<file path="src/rtl/rab_pkg.sv">
package rab_pkg;

  localparam int FRAC_BITS = 15;
  localparam int VAL_W     = FRAC_BITS + 1;
  localparam int FIELD_W   = 16;
  localparam int MODE_W    = 3;
  localparam int IDX_W     = 3;

  typedef logic [VAL_W-1:0]   val_t;
  typedef val_t [3:0]         quad_t;
  typedef logic [FIELD_W-1:0] field_t;

  localparam val_t ONE = {1'b1, {FRAC_BITS{1'b0}}};

  localparam int CH_R = 0;
  localparam int CH_G = 1;
  localparam int CH_B = 2;
  localparam int CH_A = 3;

  typedef enum logic [MODE_W-1:0] {
    MODE_ZERO,
    MODE_BLEND,
    MODE_OVERLAY,
    MODE_OPAQUE,
    MODE_BLACK_GREEN,
    MODE_WHITE_GREEN
  } mode_t;

  typedef enum logic [IDX_W-1:0] {
    REG_MODE,
    REG_FACTOR,
    REG_BASE_SRC,
    REG_TOP_SRC,
    REG_TINT_R,
    REG_TINT_G,
    REG_TINT_B,
    REG_TINT_A
  } reg_idx_t;

  typedef struct packed {
    logic [MODE_W-1:0] mode;
    field_t            factor;
    logic              base_src;
    logic              top_src;
    field_t [3:0]      tint;
  } cfg_t;

  typedef struct packed {
    quad_t             base;
    quad_t             top;
    val_t              b;
    logic [MODE_W-1:0] mode;
    logic              last;
  } s0_t;

  typedef struct packed {
    quad_t             base;
    quad_t             top;
    val_t              t;
    val_t              k;
    val_t              g;
    logic [MODE_W-1:0] mode;
    logic              last;
  } s1_t;

  typedef struct packed {
    quad_t             p0;
    quad_t             p1;
    quad_t             base;
    logic [MODE_W-1:0] mode;
    logic              last;
  } s2_t;

  function automatic val_t clamp_f(field_t v);
    if ({{VAL_W{1'b0}}, v} > {{FIELD_W{1'b0}}, ONE}) begin
      return ONE;
    end
    return VAL_W'(v);
  endfunction

  function automatic val_t clamp_sum(logic [VAL_W:0] v);
    if (v > {1'b0, ONE}) begin
      return ONE;
    end
    return v[VAL_W-1:0];
  endfunction

  function automatic val_t fmul(val_t a, val_t b);
    logic [2*VAL_W-1:0] p;
    p = a * b;
    return p[FRAC_BITS +: VAL_W];
  endfunction

  function automatic field_t to_field(val_t v);
    return FIELD_W'(v);
  endfunction

endpackage

</file>
<file path="src/rtl/rab_mul.sv">
module rab_mul import rab_pkg::*; (
  input  logic clk,
  input  logic rst_n,
  input  logic en,
  input  logic s1_valid,
  input  s1_t  s1,
  output logic s2_valid_r,
  output s2_t  s2_r
);

  s2_t  s2_nxt;
  val_t ax;
  val_t ay;

  always_comb begin
    case (s1.mode)
      MODE_BLEND: begin
        ax = ONE - s1.t;
        ay = s1.base[CH_A];
      end
      MODE_OVERLAY: begin
        ax = ONE - s1.base[CH_A];
        ay = s1.t;
      end
      MODE_OPAQUE: begin
        ax = s1.base[CH_A];
        ay = s1.k;
      end
      default: begin
        ax = s1.g;
        ay = s1.k;
      end
    endcase
    for (int c = 0; c < 3; c++) begin
      s2_nxt.p0[c] = fmul(ONE - s1.t, s1.base[c]);
      s2_nxt.p1[c] = fmul(s1.t, s1.top[c]);
    end
    s2_nxt.p0[CH_A] = fmul(ax, ay);
    s2_nxt.p1[CH_A] = fmul(s1.t, s1.top[CH_A]);
    s2_nxt.base     = s1.base;
    s2_nxt.mode     = s1.mode;
    s2_nxt.last     = s1.last;
  end

  always_ff @(posedge clk) begin
    if (!rst_n) begin
      s2_valid_r <= 1'b0;
    end else if (en) begin
      s2_valid_r <= s1_valid;
    end
  end

  always_ff @(posedge clk) begin
    if (en) begin
      s2_r <= s2_nxt;
    end
  end

endmodule

</file>
<file path="config.mk">
export PLATFORM = sky130hd
export DESIGN_NAME = rab_mul
export DESIGN_NICKNAME = d
export VERILOG_FILES = /design/src/rtl/rab_pkg.sv /design/src/rtl/rab_mul.sv
export SDC_FILE = /design/constraint.sdc
export NUM_CORES = 2
export LEC_CHECK = 0
export ABC_AREA = 1
export BUFFER_PORTS_ARGS = -buffer_cell sky130_fd_sc_hd__buf_2
export CAP_MARGIN = 20
export CORE_UTILIZATION = 30
export DETAILED_ROUTE_END_ITERATION = 10
export GPL_TIMING_DRIVEN = 0
export SETUP_SLACK_MARGIN = 0.5
export SLEW_MARGIN = 20
export SYNTH_ARGS = -nofsm -noshare
export SYNTH_HDL_FRONTEND = slang
export SYNTH_SLANG_ARGS = --single-unit
</file>
<file path="constraint.sdc">
create_clock -name clk -period 17.2 [get_ports clk]
set_input_delay 0 -clock clk [delete_from_list [all_inputs] [get_ports clk]]
set_output_delay 0 -clock clk [all_outputs]
set_load 0.01 [all_outputs]
</file>
==> flow_metrics.py <==
metrics = {
    "yosys": {
        "synth_cell_types": 55,
        "synth-seq-area-share_pct": 7.91,
        "syn_inst": 9344,
        "synth_seq_cells": 197,
        "ys.flop_type": "edfxtp_1",
        "synth_top_area_cell": "fa_1",
        "synth_top_area_share_pct": 41.2,
        "avgSynthCellArea_um2": 7.99,
        "synthesis.area_um2": 74600,
        "synthTopCellsByCount": "inv_1, nand2_1, fa_1",
        "synth_fp_nets": 11800,
        "synthArstFlopShare_pct": 0,
        "synth-edff-count": 196,
        "netlist_top_cells_area": "fa_1, ha_1, inv_1",
        "yosys_warnings": 0,
        "yosys.cell_count.top_type": "inv_1",
    },
    "floorplan": {
        "dieArea_um2": 251000,
        "die_x_um": 501,
        "pin_count": 381,
        "start_util_pct": 30.3,
        "fp.coreArea_um2": 247000,
        "num_rows": 182,
        "die_y_um": 501,
    },
    "clocking": {
        "clock_latency_ns": 0.56,
        "h-tree-depth": 4,
        "cts.path.max_buffers": 2,
        "cts_tree": "done",
        "cts_sinks": 197,
        "cts_buffers": 17,
        "clk_pin_slew_ns": 0.10,
        "root_buffer": "clkbuf_16",
        "cts_setup_buffers": 0,
    },
    "placed_design": {
        "io_buffer_count": 320,
        "hpwl_mm": 214,
        "placed_cell_area_um2": 80400,
        "place.gp.congestion": 0.965,
    },
    "sta": {
        "rsz0062_at_grt": "false",
        "skew_ns": 0,
        "worstMarginPinSlew_ns": 1.21,
        "setup_violations": 0,
        "post-route-period-util_pct": 46.0,
        "fin_crit_ns": 7.92,
        "hold_viol": 0,
        "relSlewSlack_pct": 19.4,
        "max_clock_freq_ghz": 0.126,
        "tns_ns": 0,
        "fin_hold_ws_ns": 0.119,
        "drv_slew": 0,
    },
    "worst_setup_path": {
        "reg2reg_depth": 3,
        "reg2reg_to": "s2_valid_r",
        "crit_path_start_kind": "primary input",
        "end_kind": "flop",
        "critPathSlowestCell": "nor2_1",
        "critical-path-top-delay-family": "adder cells",
        "critPathMaxFanout": 9,
        "crit_cells": 31,
        "crit_start": "s1[3]",
        "worst-path-buf-inv": 10,
        "r2r_start": "s2_valid_r",
        "arrival_ns": 8.28,
        "crit_path_max_incr_delay_ns": 0.63,
        "required_ns": 17.56,
        "worstSetupPathType": "in -> reg",
        "cp-endpoint": "s2_r[193]",
        "cp_common_cell": "inv_1",
        "r2r_setup_slack_ns": 16.00,
    },
    "route": {
        "drtPass1Iterations": 6,
        "drc": 0,
        "ant_nets": 0,
        "routed_wl_mm": 254,
        "drtIter0Drc": 4789,
        "vias": 61900,
        "via_per_inst": 4.73,
        "wire_per_inst_um": 19.4,
    },
    "global_routing": {
        "grt_max_degree": 91,
        "grt-ovfl-total": 0,
        "grt_antenna_before_repair": 59,
        "grt_pass1_vias": 63500,
        "grt_usage_pct": 20.6,
        "grt_pass1_wl_mm": 385,
    },
    "job": {
        "max_cap_viol_count": 0,
    },
    "cells_and_area": {
        "fillerInstances": 26400,
        "nets": 12300,
        "regArea_um2": 5910,
        "syn2layout_area_growth_pct": 9.65,
        "drive_above_1_share_pct": 4.85,
        "multi_input_comb_area_um2": 57600,
        "fin_area_um2": 81800,
    },
    "min_path": {
        "hp-class": "in -> reg",
    },
    "status": {
        "status": "complete, no violations",
    },
}
cells in the final DEF (no fill, tap or decap), types with 35 or more instances in the layout:
master / Yosys / routed
inv_1: 2527 / 2527
nand2_1: 2258 / 2258
fa_1: 1536 / 1536
ha_1: 778 / 778
nor2_1: 602 / 602
buf_2: 34 / 358
clkbuf_1: 300 / 298
a21oi_1: 257 / 257
edfxtp_1: 196 / 196
o21ai_0: 157 / 157
nand3_1: 123 / 123
xor2_1: 102 / 102
dlygate4sd3_1: 0 / 71
xnor2_1: 52 / 52
nand4_1: 45 / 45
nor3_1: 44 / 44
buf_1: 47 / 42
a31oi_1: 35 / 35
state kept, by name, summed over array words and instances, names as in the netlist:
name	flops
s2_r	196
s2_valid_r	1
worst min path at each step:
| stage | depth (start not counted) | slack, ns | end | start |
|---|---|---|---|---|
| after floorplan | 1 | 0.09 | s2_valid_r | en |
| after global placement | 1 | 0.18 | s2_r[0] | s1[0] |
| after detailed placement | 1 | 0.18 | s2_r[0] | s1[0] |
| after CTS | 2 | 0.07 | s2_r[0] | s1[0] |
| after global routing | 2 | 0.11 | s2_r[0] | s1[0] |
| final | 2 | 0.12 | s2_r[0] | s1[0] |
metrics by stage:
stage	setup WS (ns)	util, %	std cells
2_1_floorplan	10.90	-	9344
4_1_cts	9.49	33.1	13100
3_5_place_dp	8.87	32.6	13000
6_report	9.28	33.2	13100
3_3_place_gp	8.81	32.6	13000
5_1_grt	9.09	33.2	13100
logic make-up after synthesis:
logic type	count (synthesis)	share of synthesized area, %
AO/OA/AOI/OAI	595	4.56
flip-flops	197	7.91
XOR/XNOR	154	1.81
AND/OR/NAND/NOR	3139	16.5
buffers and inverters	2945	14.9
adder cells (fa/ha/maj)	2314	54.3
per-layer routing:
layer / vias to the layer above / track usage, % / wire, um
met2: 2603 / 33.3 / 117000
met1: 30700 / 26.0 / 100000
li1: 28100 / - / -
met3: 548 / 4.65 / 23400
met4: 48 / 9.48 / 12200
met5: - / 0 / 311
final cells by class:
cell class,count,area share [%]
repair buffers,395,2.93
plain buffers,393,1.92
well taps,3312,5.06
clock buffers,18,0.525
flip-flops and latches,197,7.22
inverters,2552,11.7
multi-input cells,6202,70.4
diodes,24,0.0734
clock inverters,14,0.193
what timing repair did:
| item | in CTS | in global routing |
|---|---|---|
| gates resized for setup | 0 | 0 |
| hold buffers | 71 | 0 |
| endpoints found under the hold margin | 108 | 0 |
Power is left out: the tool's default activity adds up to more than one toggle a clock period on the data nets, which glitch-free logic cannot reach.
