===== config.mk =====
export PLATFORM = sky130hd
export DESIGN_NAME = rab_weight
export DESIGN_NICKNAME = d
export VERILOG_FILES = /design/src/rtl/rab_pkg.sv /design/src/rtl/rab_weight.sv
export SDC_FILE = /design/constraint.sdc
export NUM_CORES = 2
export LEC_CHECK = 0
export ABC_CLOCK_PERIOD_IN_PS = 27000
export BUFFER_PORTS_ARGS = -buffer_cell sky130_fd_sc_hd__buf_4
export CELL_PAD_IN_SITES_DETAIL_PLACEMENT = 1
export CELL_PAD_IN_SITES_GLOBAL_PLACEMENT = 1
export CORE_MARGIN = 10
export CORE_UTILIZATION = 52
export CTS_CLUSTER_DIAMETER = 50
export DETAILED_ROUTE_END_ITERATION = 10
export PLACE_DENSITY_LB_ADDON = 0.1
export SLEW_MARGIN = 10
export SYNTH_ARGS = -nofsm -noshare
export SYNTH_HDL_FRONTEND = slang
export SYNTH_SLANG_ARGS = --single-unit

===== constraint.sdc =====
create_clock -name clk -period 27 [get_ports clk]
set_input_delay 6.75 -clock clk [delete_from_list [all_inputs] [get_ports clk]]
set_output_delay 6.75 -clock clk [all_outputs]
set_load 0.005 [all_outputs]

===== src/rtl/rab_pkg.sv =====
package rab_pkg;

  localparam int FRAC_BITS = 15;
  localparam int VAL_W     = FRAC_BITS + 1;
  localparam int FIELD_W   = 16;
  localparam int MODE_W    = 3;
  localparam int IDX_W     = 3;

  typedef logic [VAL_W-1:0]   val_t;
  typedef val_t [3:0]         quad_t;
  typedef logic [FIELD_W-1:0] field_t;

  localparam val_t ONE = {1'b1, {FRAC_BITS{1'b0}}};

  localparam int CH_R = 0;
  localparam int CH_G = 1;
  localparam int CH_B = 2;
  localparam int CH_A = 3;

  typedef enum logic [MODE_W-1:0] {
    MODE_ZERO,
    MODE_BLEND,
    MODE_OVERLAY,
    MODE_OPAQUE,
    MODE_BLACK_GREEN,
    MODE_WHITE_GREEN
  } mode_t;

  typedef enum logic [IDX_W-1:0] {
    REG_MODE,
    REG_FACTOR,
    REG_BASE_SRC,
    REG_TOP_SRC,
    REG_TINT_R,
    REG_TINT_G,
    REG_TINT_B,
    REG_TINT_A
  } reg_idx_t;

  typedef struct packed {
    logic [MODE_W-1:0] mode;
    field_t            factor;
    logic              base_src;
    logic              top_src;
    field_t [3:0]      tint;
  } cfg_t;

  typedef struct packed {
    quad_t             base;
    quad_t             top;
    val_t              b;
    logic [MODE_W-1:0] mode;
    logic              last;
  } s0_t;

  typedef struct packed {
    quad_t             base;
    quad_t             top;
    val_t              t;
    val_t              k;
    val_t              g;
    logic [MODE_W-1:0] mode;
    logic              last;
  } s1_t;

  typedef struct packed {
    quad_t             p0;
    quad_t             p1;
    quad_t             base;
    logic [MODE_W-1:0] mode;
    logic              last;
  } s2_t;

  function automatic val_t clamp_f(field_t v);
    if ({{VAL_W{1'b0}}, v} > {{FIELD_W{1'b0}}, ONE}) begin
      return ONE;
    end
    return VAL_W'(v);
  endfunction

  function automatic val_t clamp_sum(logic [VAL_W:0] v);
    if (v > {1'b0, ONE}) begin
      return ONE;
    end
    return v[VAL_W-1:0];
  endfunction

  function automatic val_t fmul(val_t a, val_t b);
    logic [2*VAL_W-1:0] p;
    p = a * b;
    return p[FRAC_BITS +: VAL_W];
  endfunction

  function automatic field_t to_field(val_t v);
    return FIELD_W'(v);
  endfunction

endpackage


===== src/rtl/rab_weight.sv =====
module rab_weight import rab_pkg::*; (
  input  logic clk,
  input  logic rst_n,
  input  logic en,
  input  logic s0_valid,
  input  s0_t  s0,
  output logic s1_valid_r,
  output s1_t  s1_r
);

  s1_t  s1_nxt;
  val_t g_sel;

  always_comb begin
    s1_nxt.base = s0.base;
    s1_nxt.top  = s0.top;
    s1_nxt.mode = s0.mode;
    s1_nxt.last = s0.last;
    s1_nxt.t    = (s0.mode == MODE_BLEND) ? s0.b : fmul(s0.top[CH_A], s0.b);
    s1_nxt.k    = ONE - fmul(ONE - s0.top[CH_A], s0.b);
    g_sel       = (s0.mode == MODE_BLACK_GREEN) ? ONE - s0.base[CH_G] : s0.base[CH_G];
    s1_nxt.g    = fmul(g_sel, s0.base[CH_A]);
  end

  always_ff @(posedge clk) begin
    if (!rst_n) begin
      s1_valid_r <= 1'b0;
    end else if (en) begin
      s1_valid_r <= s0_valid;
    end
  end

  always_ff @(posedge clk) begin
    if (en) begin
      s1_r <= s1_nxt;
    end
  end

endmodule


==> run_results.csv <==
group,metric,value,unit
status,outcome,"finished clean",
min_path,min_path_cells,2,
grt,grt_first_pass_wirelength,143.3,mm
synth,yosys_warnings,0,
clock_tree,clock-root-buffer,"clkbuf_16",
worst_setup_path,cp.arrival,15.86,ns
grt,number_of_antenna_violations_at_the_first_check_in_global_routing,2,
worst_setup_path,timing.critical_path.fanout_max,19,
timing,setup_violations,0,
timing,rsz0062_at_grt,"no",
clock_tree,numCtsBuffers,17,
synth,postSynth.topFlopCell,"edfxtp_1",
timing,report.final.hold_viol_count,0,
route,routed_wire_length_per_instance,22.07,um
route,number_of_drc_violations_after_detailed_routing,0,
timing,timing.max_slew.rel_slack,0.2232,
clock_tree,cts.repair_timing.setup_buffer_count,0,
timing,totalNegativeSetupSlack,0,ns
synth,synth-edff-count,180,
floorplanning,die-area,0.06837,mm^2
synth,postSynthCellCount,3081,
clock_tree,postCtsHoldBufs,0,
placement,placedInstanceArea,0.03347,mm^2
route,initialDrtViolationCount,1221,
route,via_count,22250,
timing,fmaxAchievable,64.08,MHz
synth,post-synth-top-area-cell,"fa_1",
route,detail_route.vias_per_cell,5.440,
floorplanning,core_region_area,0.05770,mm^2
grt,number_of_global_route_vias_before_repair,26130,
grt,gr-total-overflow,0,
timing,period_share,0.5779,
floorplanning,initial_utilization,0.5255,
floorplanning,core.rowCount,88,
worst_setup_path,timing.setup.critical_path_class,"input port to flip-flop",
synth,post-synth-top-count-cell,"inv_1",
clock_tree,path_clk_slew,0.09,ns
layout,num-fill-cells,6475,
min_path,hold_path.class,"flip-flop to flip-flop",
floorplanning,die_height,261.5,um
placement,io_buffers,332,
timing,period_needed,15.60,ns
placement,hpwlAfterDp,70.32,mm
timing,worst-slew-pin-transition,1.159,ns
worst_setup_path,end_kind,"flip-flop",
clock_tree,cts_htree_levels,4,
synth,synth_area_leaders,"fa_1, edfxtp_1, ha_1",
layout,multi_input_area,0.02191,mm^2
synth,netlist.area_leader.share,0.3803,
timing,timing.final.max_slew_violations,0,
worst_setup_path,worst_ep_required_time,27.26,ns
worst_setup_path,worst_r2r_path_depth,2,
route,drt_first_pass_iters,5,
run,max_cap_violations,0,
layout,finish.net_count,4333,
clock_tree,cts_tree,"done",
synth,syn_area_cell,9.841,um^2
synth,synthTopCellsByCount,"inv_1, fa_1, nand2_1",
layout,fin_area,0.03414,mm^2
floorplanning,io_pins,333,
timing,finClkSkew,0,ns
route,routed_wl,90.26,mm
layout,syn2layout_area_growth,12.60,%
clock_tree,cts.sink_count,181,
clock_tree,post_cts_resize_count,0,
grt,groute.usage.overall,0.2718,
placement,place.gp.congestion,0.8428,
synth,synth_fp_nets,4103,
layout,seq_area,0.005425,mm^2
grt,pin_count_of_the_biggest_net_entering_global_routing,96,
clock_tree,worst_skew_pair.late_latency,0.49,ns
layout,finalCoreUtilization,0.5918,
route,drt.antenna.violating_nets,0,
worst_setup_path,worstSetupStartpointType,"input port",
synth,post_synth_num_cell_types,78,
clock_tree,cts.path.max_buffers,2,
floorplanning,floorplan.die.width,261.5,um
synth,synth-seq-area-share,0.1789,
synth,async_reset_ff_frac,0,
synth,synth.ff_latch_count,181,
synth,mappedNetlistArea,0.03032,mm^2
layout,post_route_cells_drive_above_1_share,0.1261,
==> state kept, by name, summed over array words and instances (netlist names) <==
register    flops
s1_valid_r      1
s1_r          180
==> path summary, 6_finish.rpt <==
path | from | endpoint | slack (ns)
setup / recovery | s0[73] | s1_r[35]$_DFFE_PP_ | 11.40
hold / removal | s1_valid_r$_SDFFE_PN0P_ | s1_valid_r$_SDFFE_PN0P_ | 0.60
setup reg to reg | s1_valid_r$_SDFFE_PN0P_ | s1_valid_r$_SDFFE_PN0P_ | 26.27
hold reg to reg | s1_valid_r$_SDFFE_PN0P_ | s1_valid_r$_SDFFE_PN0P_ | 0.60
==> layout by cell type, fill, tap and decap left out, types with 9 or more instances in the layout <==
| master | netlist | final |
|---|---|---|
| xor2_1 | 31 | 25 |
| xnor2_1 | 57 | 49 |
| nand3_1 | 15 | 15 |
| a21oi_1 | 42 | 42 |
| and2_1 | 286 | 286 |
| o31ai_1 | 11 | 11 |
| a21o_1 | 17 | 17 |
| a211oi_1 | 9 | 9 |
| nor2_1 | 46 | 46 |
| o21a_1 | 14 | 14 |
| buf_4 | 0 | 351 |
| nand2_1 | 516 | 516 |
| inv_1 | 674 | 674 |
| fa_1 | 576 | 576 |
| o21ai_0 | 23 | 23 |
| edfxtp_1 | 180 | 180 |
| nor3_1 | 24 | 24 |
| ha_1 | 294 | 294 |
| or3_1 | 11 | 11 |
| clkbuf_16 | 0 | 17 |
==> per-stage QoR <==
step / setup slack, ns / instances / hold slack (ns)
final: 11.40 / 4090 / 0.6021
after CTS: 11.11 / 4089 / 0.6196
after floorplan: 12.00 / 3081 / 0.5073
after detailed placement: 10.54 / 4057 / 0.5784
after global routing: 10.86 / 4090 / 0.6794
after global placement: 11.03 / 4057 / 0.5372
==> layer usage <==
| metal | vias up | GRT usage | wire length (um) |
|---|---|---|---|
| met5 | - | 0 | 13 |
| met2 | 532 | 0.5090 | 49460 |
| met3 | 155 | 0.04332 | 4002 |
| li1 | 9793 | - | - |
| met4 | 2 | 0.08926 | 2533 |
| met1 | 11770 | 0.3100 | 34250 |
==> kinds of logic (layout without fill, tap and decap cells) <==
logic type / Yosys count / count (layout) / share of synthesized area
multiplexers: 6 / 6 / 0.002146
flip-flops: 181 / 181 / 0.1789
AND/OR/NAND/NOR: 946 / 946 / 0.1488
buffers and inverters: 815 / 1058 / 0.1020
XOR/XNOR: 88 / 88 / 0.02542
AO/OA/AOI/OAI: 175 / 175 / 0.04110
adder cells (fa/ha/maj): 870 / 870 / 0.5016
other: 0 / 1 / 0
==> critical path: stages <==
cell and delay (ns):
buf_4 0.20, nor4_1 0.36, nor4b_1 0.89, nand2_1 0.22, xor2_2 0.70, and2_1 0.26, fa_1 0.42, inv_1 0.08
fa_1 0.43, fa_1 0.53, inv_1 0.06, fa_1 0.41, inv_1 0.09, fa_1 0.46, fa_1 0.52, inv_1 0.05
ha_1 0.36, a21oi_1 0.24, o21a_1 0.24, o2bb2ai_1 0.15, nor3_2 0.51, mux2_1 0.38, a211o_1 0.32, or4_4 0.56
o31ai_1 0.38, o2bb2ai_1 0.16, o211ai_1 0.11
==> cell type report <==
type                            instances  area share
Antenna cell                            1  0.00007329
Clock buffer                           17     0.01246
Clock inverter                         15    0.006963
Inverter                              674     0.07410
Multi-Input combinational cell       2085      0.6419
Sequential cell                       181      0.1589
Tap cell                              765     0.02804
Timing Repair Buffer                  352     0.07758
Power is not shown: default switching activity piles up to over one toggle a cycle in this logic, so the estimate is an artifact.
