--- src/rtl/rab_pkg.sv ---
package rab_pkg;

  localparam int FRAC_BITS = 15;
  localparam int VAL_W     = FRAC_BITS + 1;
  localparam int FIELD_W   = 16;
  localparam int MODE_W    = 3;
  localparam int IDX_W     = 3;

  typedef logic [VAL_W-1:0]   val_t;
  typedef val_t [3:0]         quad_t;
  typedef logic [FIELD_W-1:0] field_t;

  localparam val_t ONE = {1'b1, {FRAC_BITS{1'b0}}};

  localparam int CH_R = 0;
  localparam int CH_G = 1;
  localparam int CH_B = 2;
  localparam int CH_A = 3;

  typedef enum logic [MODE_W-1:0] {
    MODE_ZERO,
    MODE_BLEND,
    MODE_OVERLAY,
    MODE_OPAQUE,
    MODE_BLACK_GREEN,
    MODE_WHITE_GREEN
  } mode_t;

  typedef enum logic [IDX_W-1:0] {
    REG_MODE,
    REG_FACTOR,
    REG_BASE_SRC,
    REG_TOP_SRC,
    REG_TINT_R,
    REG_TINT_G,
    REG_TINT_B,
    REG_TINT_A
  } reg_idx_t;

  typedef struct packed {
    logic [MODE_W-1:0] mode;
    field_t            factor;
    logic              base_src;
    logic              top_src;
    field_t [3:0]      tint;
  } cfg_t;

  typedef struct packed {
    quad_t             base;
    quad_t             top;
    val_t              b;
    logic [MODE_W-1:0] mode;
    logic              last;
  } s0_t;

  typedef struct packed {
    quad_t             base;
    quad_t             top;
    val_t              t;
    val_t              k;
    val_t              g;
    logic [MODE_W-1:0] mode;
    logic              last;
  } s1_t;

  typedef struct packed {
    quad_t             p0;
    quad_t             p1;
    quad_t             base;
    logic [MODE_W-1:0] mode;
    logic              last;
  } s2_t;

  function automatic val_t clamp_f(field_t v);
    if ({{VAL_W{1'b0}}, v} > {{FIELD_W{1'b0}}, ONE}) begin
      return ONE;
    end
    return VAL_W'(v);
  endfunction

  function automatic val_t clamp_sum(logic [VAL_W:0] v);
    if (v > {1'b0, ONE}) begin
      return ONE;
    end
    return v[VAL_W-1:0];
  endfunction

  function automatic val_t fmul(val_t a, val_t b);
    logic [2*VAL_W-1:0] p;
    p = a * b;
    return p[FRAC_BITS +: VAL_W];
  endfunction

  function automatic field_t to_field(val_t v);
    return FIELD_W'(v);
  endfunction

endpackage

--- src/rtl/rab_if.sv ---


interface rab_out_if import rab_pkg::*; ();
  logic   valid;
  logic   ready;
  field_t out_red;
  field_t out_green;
  field_t out_blue;
  field_t out_alpha;
  logic   out_last;

  modport source (
    output valid, out_red, out_green, out_blue, out_alpha, out_last,
    input  ready
  );
  modport sink (
    input  valid, out_red, out_green, out_blue, out_alpha, out_last,
    output ready
  );
endinterface

--- src/rtl/rab_sum.sv ---
module rab_sum import rab_pkg::*; (
  input  logic       clk,
  input  logic       rst_n,
  input  logic       s2_valid,
  input  s2_t        s2,
  output logic       en,
  rab_out_if.source  out_pix
);

  logic   out_valid_r;
  quad_t  res_r;
  quad_t  res_nxt;
  quad_t  sum;
  logic   last_r;

  assign en = !out_valid_r || out_pix.ready;

  always_comb begin
    for (int i = 0; i < 4; i++) begin
      sum[i] = clamp_sum({1'b0, s2.p0[i]} + {1'b0, s2.p1[i]});
    end
    res_nxt = s2.base;
    case (s2.mode) inside
      MODE_BLEND: begin
        res_nxt = sum;
      end
      MODE_OVERLAY: begin
        res_nxt       = sum;
        res_nxt[CH_A] = clamp_sum({1'b0, s2.base[CH_A]} + {1'b0, s2.p0[CH_A]});
      end
      MODE_OPAQUE, MODE_BLACK_GREEN, MODE_WHITE_GREEN: begin
        res_nxt       = sum;
        res_nxt[CH_A] = s2.p0[CH_A];
      end
      default: begin
        res_nxt = s2.base;
      end
    endcase
    if (res_nxt[CH_A] == '0) begin
      res_nxt[CH_R] = '0;
      res_nxt[CH_G] = '0;
      res_nxt[CH_B] = '0;
    end
  end

  always_ff @(posedge clk) begin
    if (!rst_n) begin
      out_valid_r <= 1'b0;
    end else if (en) begin
      out_valid_r <= s2_valid;
    end
  end

  always_ff @(posedge clk) begin
    if (en) begin
      res_r  <= res_nxt;
      last_r <= s2.last;
    end
  end

  assign out_pix.valid     = out_valid_r;
  assign out_pix.out_red   = to_field(res_r[CH_R]);
  assign out_pix.out_green = to_field(res_r[CH_G]);
  assign out_pix.out_blue  = to_field(res_r[CH_B]);
  assign out_pix.out_alpha = to_field(res_r[CH_A]);
  assign out_pix.out_last  = last_r;

endmodule

--- src/flat_wrapper.sv ---
// flat-port wrapper written by rule: the top's interface ports become plain ports
module rab_sum_flat import rab_pkg::*;
  (clk, rst_n, s2_valid, s2, en, out_pix_valid, out_pix_out_red, out_pix_out_green, out_pix_out_blue, out_pix_out_alpha, out_pix_out_last, out_pix_ready);
  rab_out_if out_pix_i ();
  input  logic clk;
  input  logic rst_n;
  input  logic s2_valid;
  input  s2_t s2;
  output logic en;
  output wire logic [$bits(out_pix_i.valid)-1:0] out_pix_valid;
  output wire logic [$bits(out_pix_i.out_red)-1:0] out_pix_out_red;
  output wire logic [$bits(out_pix_i.out_green)-1:0] out_pix_out_green;
  output wire logic [$bits(out_pix_i.out_blue)-1:0] out_pix_out_blue;
  output wire logic [$bits(out_pix_i.out_alpha)-1:0] out_pix_out_alpha;
  output wire logic [$bits(out_pix_i.out_last)-1:0] out_pix_out_last;
  input wire logic [$bits(out_pix_i.ready)-1:0] out_pix_ready;
  assign out_pix_valid = out_pix_i.valid;
  assign out_pix_out_red = out_pix_i.out_red;
  assign out_pix_out_green = out_pix_i.out_green;
  assign out_pix_out_blue = out_pix_i.out_blue;
  assign out_pix_out_alpha = out_pix_i.out_alpha;
  assign out_pix_out_last = out_pix_i.out_last;
  assign out_pix_i.ready = out_pix_ready;
  rab_sum u_core (.clk(clk), .rst_n(rst_n), .s2_valid(s2_valid), .s2(s2), .en(en), .out_pix(out_pix_i));
endmodule
--- config.mk ---
export PLATFORM = sky130hd
export DESIGN_NAME = rab_sum_flat
export DESIGN_NICKNAME = d
export VERILOG_FILES = /design/src/rtl/rab_pkg.sv /design/src/rtl/rab_if.sv /design/src/rtl/rab_sum.sv /design/src/flat_wrapper.sv
export SDC_FILE = /design/constraint.sdc
export NUM_CORES = 1
export LEC_CHECK = 0
export BUFFER_PORTS_ARGS = -buffer_cell sky130_fd_sc_hd__buf_2
export CORE_MARGIN = 2
export CORE_UTILIZATION = 45
export DETAILED_ROUTE_END_ITERATION = 16
export HOLD_SLACK_MARGIN = 0.03
export PLACE_DENSITY = 0.74
export SETUP_SLACK_MARGIN = 0.3
export SYNTH_ARGS = -nofsm -noshare
export SYNTH_HDL_FRONTEND = slang
export SYNTH_SLANG_ARGS = --single-unit
--- constraint.sdc ---
create_clock -name clk -period 5.1 [get_ports clk]
set_clock_uncertainty 0.05 [all_clocks]
set_input_delay 1.02 -clock clk [delete_from_list [all_inputs] [get_ports clk]]
set_output_delay 1.02 -clock clk [all_outputs]
set_load 0.005 [all_outputs]
==> results.yml, run 1 <==
placement:
  gp_congestion: 0.947
  place_inst: 1243
  hpwlAfterDp_um: 18800
  place_area_mm2: 0.00862
  portBuffers: 266
  dp_slack_ps: 292
timing:
  finalHoldViolCount: 0
  period_share: 0.875
  setup_viol_count_final: 0
  timing.hold.ws_ps: 817
  relSlewSlack: 0.274
  worst_pin_slew_ps: 1090
  fmax_mhz: 224
  tns_ps: 0
  fin_ws_ps: 639
  post-route-min-period_ps: 4460
  slew_violations: 0
  rsz0062_at_grt: "false"
die:
  start_util: 0.463
  die_x_um: 129
  die_area_mm2: 0.0168
  num_rows: 45
  core_mm2: 0.0153
  ios: 267
  die_h_um: 129
global_route:
  grt_pass1_wl_um: 33700
  met2_usage: 0.457
  antenna_found_initial: 1
  grtUsageMet1: 0.319
  grt_overflow: 0
  grt_util_all_layers: 0.256
  first_global_vias: 6575
  grt_use_met3: 0.0425
  top_usage_layer: "met2"
  grt_start_max_net_pins: 67
cts:
  cts_root_buffer: "clkbuf_16"
  clock_latency_ps: 320
  cts_buffers: 9
  cts.sinks: 66
  htreeDepth: 3
  cts_setup_buffers: 0
  cts_tree: "built"
  cts-hold-fix-buffers: 0
  clockBufferDepth: 2
  clkTransAtPathRegs_ps: 50
worst_hold_path:
  hp-class: "primary input to register"
  holdPathStages: 1
  min_from: "s2[0]"
  hold_path_end: "u_core.out_pix.out_last"
run:
  drv_cap: 0
synth:
  synth_fp_nets: 1071
  synth_area_per_cell_um2: 9.01
  synth-edff-count: 65
  yosys_register_bits: 66
  synth-warning-count: 0
  synth.cell_area_mm2: 0.00708
  synth_top_area_share: 0.276
  synth.area.top_cells: "edfxtp_1, ha_1, xnor2_1"
  synthFlopType: "edfxtp_1"
  synth-seq-area-share: 0.278
  postSynthCellCount: 786
  synth.distinct_cells: 69
  synth_area_leader_cell: "edfxtp_1"
  synthArstFlopShare: 0
setup_path:
  worstPathArrival_ps: 4470
  worstPathRequired_ps: 5100
  rr_startpoint: "u_core.out_pix.valid"
  crit_type: "primary input to register"
  cp-end-kind: "register"
  reg2reg_to: "u_core.out_pix.valid"
  rrSetupSlack_ps: 3560
  ff2ff_path_depth: 3
  path_max_fanout: 48
  startpoint_type: "primary input"
cells_and_area:
  stdcell_count: 1260
  syn2layout_area_growth_pct: 25.9
  layout-drive-gt1-share: 0.292
  final_util: 0.582
  nets: 1328
  design_area_mm2: 0.00892
  nFillCells: 1400
routing:
  via_count: 7228
  wl_um: 22700
  drc: 0
  drt_iter0_drc: 509
  antenna_left: 0
  routed_via_density: 5.74
  firstDrtPassIters: 5
  wl_per_cell_um: 18.0
power_and_ir_drop:
  p_leak_nw: 4.13
  irDropWorstVdd_mv: 0.151
  total_power_mw: 2.19
  power_per_cell_area_mw_per_mm2: 246
status:
  status: "complete, no violations"
-- power breakdown --
part / leakage [nW] / internal (mW) / total, mW / switching [mW]
clock: 0.144 / 0.390 / 0.600 / 0.210
combinational: 3.27 / 0.382 / 0.881 / 0.500
sequential: 0.716 / 0.688 / 0.708 / 0.0200
total: 4.13 / 1.46 / 2.19 / 0.730
-- cells in the final DEF (no fill, tap or decap), drive strengths merged, types with 15 or more instances in the layout --
| cell | instances |
|---|---|
| a21o | 18 |
| nor3 | 24 |
| a221oi | 15 |
| o21ai | 30 |
| nor2 | 99 |
| edfxtp | 65 |
| ha | 80 |
| xnor2 | 43 |
| nand3 | 15 |
| buf | 272 |
| xor2 | 19 |
| inv | 19 |
| a22oi | 45 |
| mux2i | 17 |
| a21oi | 68 |
| nand2 | 37 |
-- worst max-delay path, stage by stage --
cell and delay [ps]:
buf_2 110, ha_1 240, fa_1 430, a211oi_2 300, nor4_1 100, o311a_1 390, a211oi_2 240, xnor2_1 130
nor4_2 350, nand3_1 140, a2111oi_1 410, and3b_2 270, buf_12 220, nor3_1 90
-- cell usage after synthesis, types with 17 or more instances --
cell type,count
a21oi_1,67
mux2i_1,17
nor3_1,24
nand2_1,37
nor2_1,99
xnor2_1,43
o21ai_0,29
xor2_1,19
ha_1,80
inv_1,19
edfxtp_1,65
a22oi_1,45
a21o_1,18
-- flip-flops by register name (all words and copies together), names as in the netlist --
register                  flops
u_core.out_pix.out_alpha     16
u_core.out_pix.out_blue      16
u_core.out_pix.out_green     16
u_core.out_pix.out_last       1
u_core.out_pix.out_red       16
u_core.out_pix.valid          1
-- layer usage --
layer	vias up	share of wire
li1	3573	-
met1	3335	0.42
met2	285	0.49
met3	35	0.069
met4	0	0.021
met5	-	0
-- final cells by class --
| class | count | area, um^2 | share of cell area |
|---|---|---|---|
| Clock buffer | 13 | 250 | 0.0281 |
| Multi-Input combinational cell | 675 | 4930 | 0.553 |
| Tap cell | 211 | 264 | 0.0296 |
| Inverter | 19 | 71.3 | 0.00800 |
| Clock inverter | 3 | 40.0 | 0.00449 |
| Antenna cell | 1 | 2.50 | 0.000281 |
| Sequential cell | 66 | 1970 | 0.221 |
| Timing Repair Buffer | 272 | 1390 | 0.156 |
-- timing repair --
action / in CTS / in global routing
setup endpoints to repair: 0 / 48
endpoints found under the hold margin: 0 / 0
resized for setup: 0 / 2
-- worst max-delay path by stage --
| stage | start | endpoint | cells past startpoint |
|---|---|---|---|
| floorplan | s2[52] | u_core.out_pix.out_blue[2] | 14 |
| global route | s2[52] | u_core.out_pix.out_blue[15] | 13 |
| detailed placement | s2[52] | u_core.out_pix.out_green[15] | 14 |
| finish | s2[52] | u_core.out_pix.out_green[15] | 14 |
| global placement | s2[52] | u_core.out_pix.out_green[15] | 14 |
| CTS | s2[52] | u_core.out_pix.out_green[15] | 14 |
-- cells by family after synthesis --
kind of cell / after synthesis / synth area share
buffers and inverters: 45 / 0.0288
and+or+nand+nor: 231 / 0.152
muxes: 20 / 0.0288
xor gates and xnor gates: 62 / 0.0767
adders and majority gates: 85 / 0.155
AOI/OAI and AO/OA: 277 / 0.280
DFF: 66 / 0.278
Power figures use the tool's default switching activity.
==> run 2, diff against run 1 <==
--- a/config.mk
+++ b/config.mk
@@ -6,10 +6,12 @@
 export NUM_CORES = 1
 export LEC_CHECK = 0
 export BUFFER_PORTS_ARGS = -buffer_cell sky130_fd_sc_hd__buf_2
+export CORE_ASPECT_RATIO = 1.4
 export CORE_MARGIN = 2
 export CORE_UTILIZATION = 45
 export DETAILED_ROUTE_END_ITERATION = 16
 export HOLD_SLACK_MARGIN = 0.03
+export MAX_ROUTING_LAYER = met4
 export PLACE_DENSITY = 0.74
 export SETUP_SLACK_MARGIN = 0.3
 export SYNTH_ARGS = -nofsm -noshare
==> run 2 against run 1 <==
Sequential power barely moved; non-clock buffer count up 2; global-route usage increased by 1.9 points; register-to-register slack is essentially flat; clock-buffer cell count is 1 lower; sequential cell count did not move; worst hold slack gained 16 ps; cell area down 0.46%; first-iteration DRC count is 1.6% higher; die area hardly changed; via count up 1.7%; clock power shrank 11%.
==> results.yml, run 2 (synthesized netlist as in run 1, its figures left out) <==
status:
  status: "complete, no violations"
cts:
  clockBufferDepth: 2
  clock_latency_ps: 330
  cts_root_buffer: "clkbuf_16"
  htreeDepth: 3
  cts_tree: "built"
  cts_buffers: 9
  clkTransAtPathRegs_ps: 50
  cts-hold-fix-buffers: 0
  cts_setup_buffers: 0
  cts.repair.resized: 0
  cts.sinks: 66
timing:
  relSlewSlack: 0.434
  finalHoldViolCount: 0
  tns_ps: 0
  rsz0062_at_grt: "false"
  slew_violations: 0
  worst_pin_slew_ps: 850
  period_share: 0.885
  setup_viol_count_final: 0
  fmax_mhz: 221
  post-route-min-period_ps: 4520
die:
  die_h_um: 152
  ios: 267
  num_rows: 54
  die_x_um: 110
  core_mm2: 0.0155
  die_area_mm2: 0.0168
  start_util: 0.458
global_route:
  antenna_found_initial: 3
  grt_util_all_layers: 0.276
  first_global_vias: 7023
  grt_pass1_wl_um: 35100
  grt_start_max_net_pins: 67
  grt_overflow: 0
placement:
  gp_congestion: 0.989
  portBuffers: 266
  hpwlAfterDp_um: 19000
  place_inst: 1230
  place_area_mm2: 0.00861
power_and_ir_drop:
  p_sw_frac: 0.344
  p_clk_frac: 0.252
  p_leak_nw: 4.12
  power_per_cell_area_mw_per_mm2: 239
  p_int_mw: 1.39
  irDropWorstVdd_mv: 0.191
  power_switching_uw: 730
  comb_power_share: 0.415
  seq_power_share: 0.333
setup_path:
  crit_start: "s2[180]"
  cp-end-kind: "register"
  path_max_fanout: 48
  worstPathArrival_ps: 4520
  rr_startpoint: "u_core.out_pix.valid"
  crit_type: "primary input to register"
  worstPathRequired_ps: 5110
  startpoint_type: "primary input"
routing:
  drc: 0
  firstDrtPassIters: 5
  antenna_left: 0
  drt_iter0_drc: 517
  routed_via_density: 5.89
  wl_per_cell_um: 18.4
  wl_um: 23000
  via_count: 7353
worst_hold_path:
  hp-class: "primary input to register"
  min_from: "s2[0]"
cells_and_area:
  stdcell_count: 1249
  nFillCells: 1466
  nets: 1330
  syn2layout_area_growth_pct: 25.3
  final_cell_mix: "buf_2, nor2_1, ha_1, a21oi_1, edfxtp_1"
  layout-drive-gt1-share: 0.291
  final_common_cell: "buf_2"
  design_area_mm2: 0.00887
run:
  drv_cap: 0
-- run 2: path summary, 6_finish.rpt --
path	end	slack, ps	depth (start not counted)
worst min-delay path	u_core.out_pix.out_last	830	1
worst max-delay path	u_core.out_pix.out_green[15]	580	14
worst min register to register	u_core.out_pix.out_blue[9]	1050	2
worst max register to register	u_core.out_pix.out_alpha[5]	3560	2
-- run 2: power groups by stage --
stage,clock network (mW),logic (mW),registers [mW]
6_report,0.535,0.882,0.707
5_1_grt,0.565,0.974,0.715
3_5_place_dp,0,0.871,0.719
2_1_floorplan,0,0.540,0.729
4_1_cts,0.545,0.875,0.709
3_3_place_gp,0,0.861,0.718
-- run 2: layout make-up --
type	instances	area (um^2)	share of cell area
clock inverters	4	18.8	0.00211
clock buffers	12	236	0.0266
inverters	19	71.3	0.00804
diodes	3	7.51	0.000846
multi-input cells	675	4920	0.554
well taps	196	245	0.0276
repair buffers	274	1400	0.158
flip-flops and latches	66	1970	0.222
-- run 2: critical path, stage by stage --
cell       delay [ps]
buf_2             130
ha_1              220
fa_1              420
a211oi_2          310
nor4_1            100
o311a_1           380
a211oi_2          230
xnor2_1           100
nor4_1            480
nand3_1           140
a2111oi_0         380
and3b_2           270
buf_12            230
nor3_1             90
-- run 2: stage by stage --
| stage | hold WS (ps) | total power, mW | setup WS (ps) | utilization |
|---|---|---|---|---|
| finish | 833 | 2.12 | 585 | 0.574 |
| global route | 827 | 2.25 | 344 | 0.574 |
| CTS | 826 | 2.13 | 651 | 0.573 |
| detailed placement | 1070 | 1.59 | 322 | 0.557 |
| global placement | 1050 | 1.58 | 371 | 0.557 |
| floorplan | 1070 | 1.27 | 690 | - |
-- run 2: routing by layer --
metal	vias to the layer above	part of all wire	track usage
met5	-	0	-
met4	0	0.050	0.138
met3	77	0.063	0.0402
met2	318	0.51	0.472
met1	3385	0.38	0.304
li1	3573	-	-
==> run 3, diff against run 2 <==
--- a/config.mk
+++ b/config.mk
@@ -5,6 +5,7 @@
 export SDC_FILE = /design/constraint.sdc
 export NUM_CORES = 1
 export LEC_CHECK = 0
+export ABC_AREA = 1
 export BUFFER_PORTS_ARGS = -buffer_cell sky130_fd_sc_hd__buf_2
 export CORE_ASPECT_RATIO = 1.4
 export CORE_MARGIN = 2
@@ -12,7 +13,7 @@
 export DETAILED_ROUTE_END_ITERATION = 16
 export HOLD_SLACK_MARGIN = 0.03
 export MAX_ROUTING_LAYER = met4
-export PLACE_DENSITY = 0.74
+export PLACE_DENSITY = 0.72
 export SETUP_SLACK_MARGIN = 0.3
 export SYNTH_ARGS = -nofsm -noshare
 export SYNTH_HDL_FRONTEND = slang
==> run 3 against run 2 <==
Critical path depth rose by 6; sequential share of layout area fell by 3.0 points; global-route usage rose by 0.50 points; sequential cell count did not move; register-to-register slack barely moved; total power rose by 12%; area after synthesis rose by 19%; die area rose by 18%; first-iteration DRC count fell by 3.5%.
==> results.yml, run 3 <==
timing:
  rsz0062_at_grt: "false"
  finalHoldViolCount: 0
  fin_ws_ps: 986
  tns_ps: 0
  worst_pin_slew_ps: 841
  timing.hold.ws_ps: 830
  post-route-min-period_ps: 4110
  relSlewSlack: 0.439
  fmax_mhz: 243
  slew_violations: 0
  setup_viol_count_final: 0
  period_share: 0.807
routing:
  drt_iter0_drc: 499
  via_count: 9343
  drc: 0
  routed_via_density: 5.20
  wl_um: 27600
  firstDrtPassIters: 5
  antenna_left: 0
  wl_per_cell_um: 15.4
global_route:
  first_global_vias: 9018
  grt_overflow: 0
  antenna_found_initial: 1
  grt_start_max_net_pins: 67
  grt_util_all_layers: 0.281
  grt_pass1_wl_um: 43100
die:
  die_h_um: 166
  die_x_um: 120
  core_mm2: 0.0185
  start_util: 0.457
  num_rows: 59
  die_area_mm2: 0.0199
  ios: 267
cells_and_area:
  layout-drive-gt1-share: 0.222
  final_cell_mix: "nand2_1, buf_2, inv_1, nand3_1, nor2_1"
  syn2layout_area_growth_pct: 21.9
  stdcell_count: 1798
  design_area_mm2: 0.0103
  final_common_cell: "nand2_1"
  nets: 1834
  nFillCells: 1922
cts:
  cts_root_buffer: "clkbuf_16"
  htreeDepth: 3
  clockBufferDepth: 2
  cts.repair.resized: 0
  cts_tree: "built"
  clkTransAtPathRegs_ps: 60
  cts.sinks: 66
  cts-hold-fix-buffers: 0
  clock_latency_ps: 320
  cts_setup_buffers: 0
  cts_buffers: 9
synth:
  ys_top_cells_by_count: "nand2_1, inv_1, nand3_1"
  synth_fp_nets: 1578
  yosys_register_bits: 66
  synth.cell_area_mm2: 0.00843
  synthArstFlopShare: 0
  synthFlopType: "edfxtp_1"
  yosysMostFrequentCell: "nand2_1"
  synth-edff-count: 65
  synth.distinct_cells: 44
  synth_top_area_share: 0.232
  synth-warning-count: 0
  synth.area.top_cells: "edfxtp_1, nand2_1, ha_1"
  synth_area_per_cell_um2: 6.52
  synth-seq-area-share: 0.234
  postSynthCellCount: 1293
  synth_area_leader_cell: "edfxtp_1"
setup_path:
  worstPathArrival_ps: 4130
  slowest_stage: "fa_1"
  cp_common_cell: "nand2_1"
  ff2ff_path_depth: 2
  path_max_fanout: 48
  startpoint_type: "primary input"
  worstPathRequired_ps: 5110
  crit_type: "primary input to register"
  cp-end-kind: "register"
  crit_chain: "buf_2 -> ha_1 -> fa_1 -> nand2_1 -> nand2_1 -> nand3_2 -> nand2_1 -> nand2_1 -> nand2_1 -> nand2_1 -> nand2_1 -> a21oi_2 -> buf_4 -> nor3b_1 -> a21oi_1 -> nor2_1 -> nand2_2 -> nor2_4 -> buf_12 -> a21oi_1"
  crit_path_max_incr_delay_ps: 460
worst_hold_path:
  hp-class: "primary input to register"
  holdPathStages: 1
power_and_ir_drop:
  irDropWorstVdd_mv: 0.187
  power_per_cell_area_mw_per_mm2: 232
  p_leak_nw: 5.57
placement:
  portBuffers: 266
  place_area_mm2: 0.00998
  place_inst: 1782
  dp_slack_ps: 665
  gp_congestion: 1.03
  hpwlAfterDp_um: 23400
run:
  drv_cap: 0
status:
  status: "complete, no violations"
[run 3: cell types whose count changed after synthesis, moves of 30 or more]
cell,delta
a22oi_1,-45
nand3_1,+125
inv_1,+147
xnor2_1,-30
nand2_1,+337
nor2_1,+36
[run 3: per-layer routing]
layer / routed length [um] / GRT usage / vias to the layer above
met5: 0 / - / -
met4: 1390 / 0.135 / 0
met2: 14300 / 0.515 / 345
li1: - / - / 4772
met1: 9970 / 0.281 / 4143
met3: 2000 / 0.0549 / 83
[run 3: area by class of cell]
class,instances,area (um^2),share of cell area
Antenna cell,1,2.50,0.000244
Inverter,171,642,0.0625
Timing Repair Buffer,277,1440,0.140
Sequential cell,66,1970,0.192
Tap cell,244,305,0.0297
Multi-Input combinational cell,1024,5620,0.548
Clock inverter,6,58.8,0.00573
Clock buffer,9,225,0.0219
[run 3: worst paths after layout]
path	from	endpoint	slack [ps]
worst max-delay path	s2[116]	u_core.out_pix.out_red[13]	990
worst min-delay path	s2[0]	u_core.out_pix.out_last	830
worst max register to register	u_core.out_pix.valid	u_core.out_pix.out_alpha[15]	3550
worst min register to register	u_core.out_pix.valid	u_core.out_pix.out_red[11]	1040
[run 3: cells by family (layout without fill, tap and decap cells)]
group / after synthesis / after routing / share of synthesized area
adder cells (fa/ha/maj): 85 / 85 / 0.131
XOR/XNOR: 36 / 36 / 0.0392
other: 0 / 1 / 0
buffers and inverters: 203 / 463 / 0.101
AND/OR/NAND/NOR: 726 / 726 / 0.372
flip-flops: 66 / 66 / 0.234
AO/OA/AOI/OAI: 177 / 177 / 0.123
[run 3: power breakdown]
part | total [mW] | switching, mW | internal (mW)
Sequential | 0.719 | 0.0239 | 0.695
Combinational | 1.06 | 0.657 | 0.404
Clock | 0.602 | 0.230 | 0.372
Total | 2.38 | 0.911 | 1.47
[run 3: worst max-delay path, delay by kind of cell]
family                     cells  cell delay [ps]
and+or+nand+nor               12             1370
adders and majority gates      2              740
buffers and inverters          3              590
AOI/OAI and AO/OA              3              350
[run 3: stage by stage]
stage | power (mW) | util
final | 2.38 | 0.556
after global routing | 2.56 | 0.556
after CTS | 2.39 | 0.556
after detailed placement | 1.78 | 0.541
after global placement | 1.77 | 0.541
after floorplan | 1.42 | -
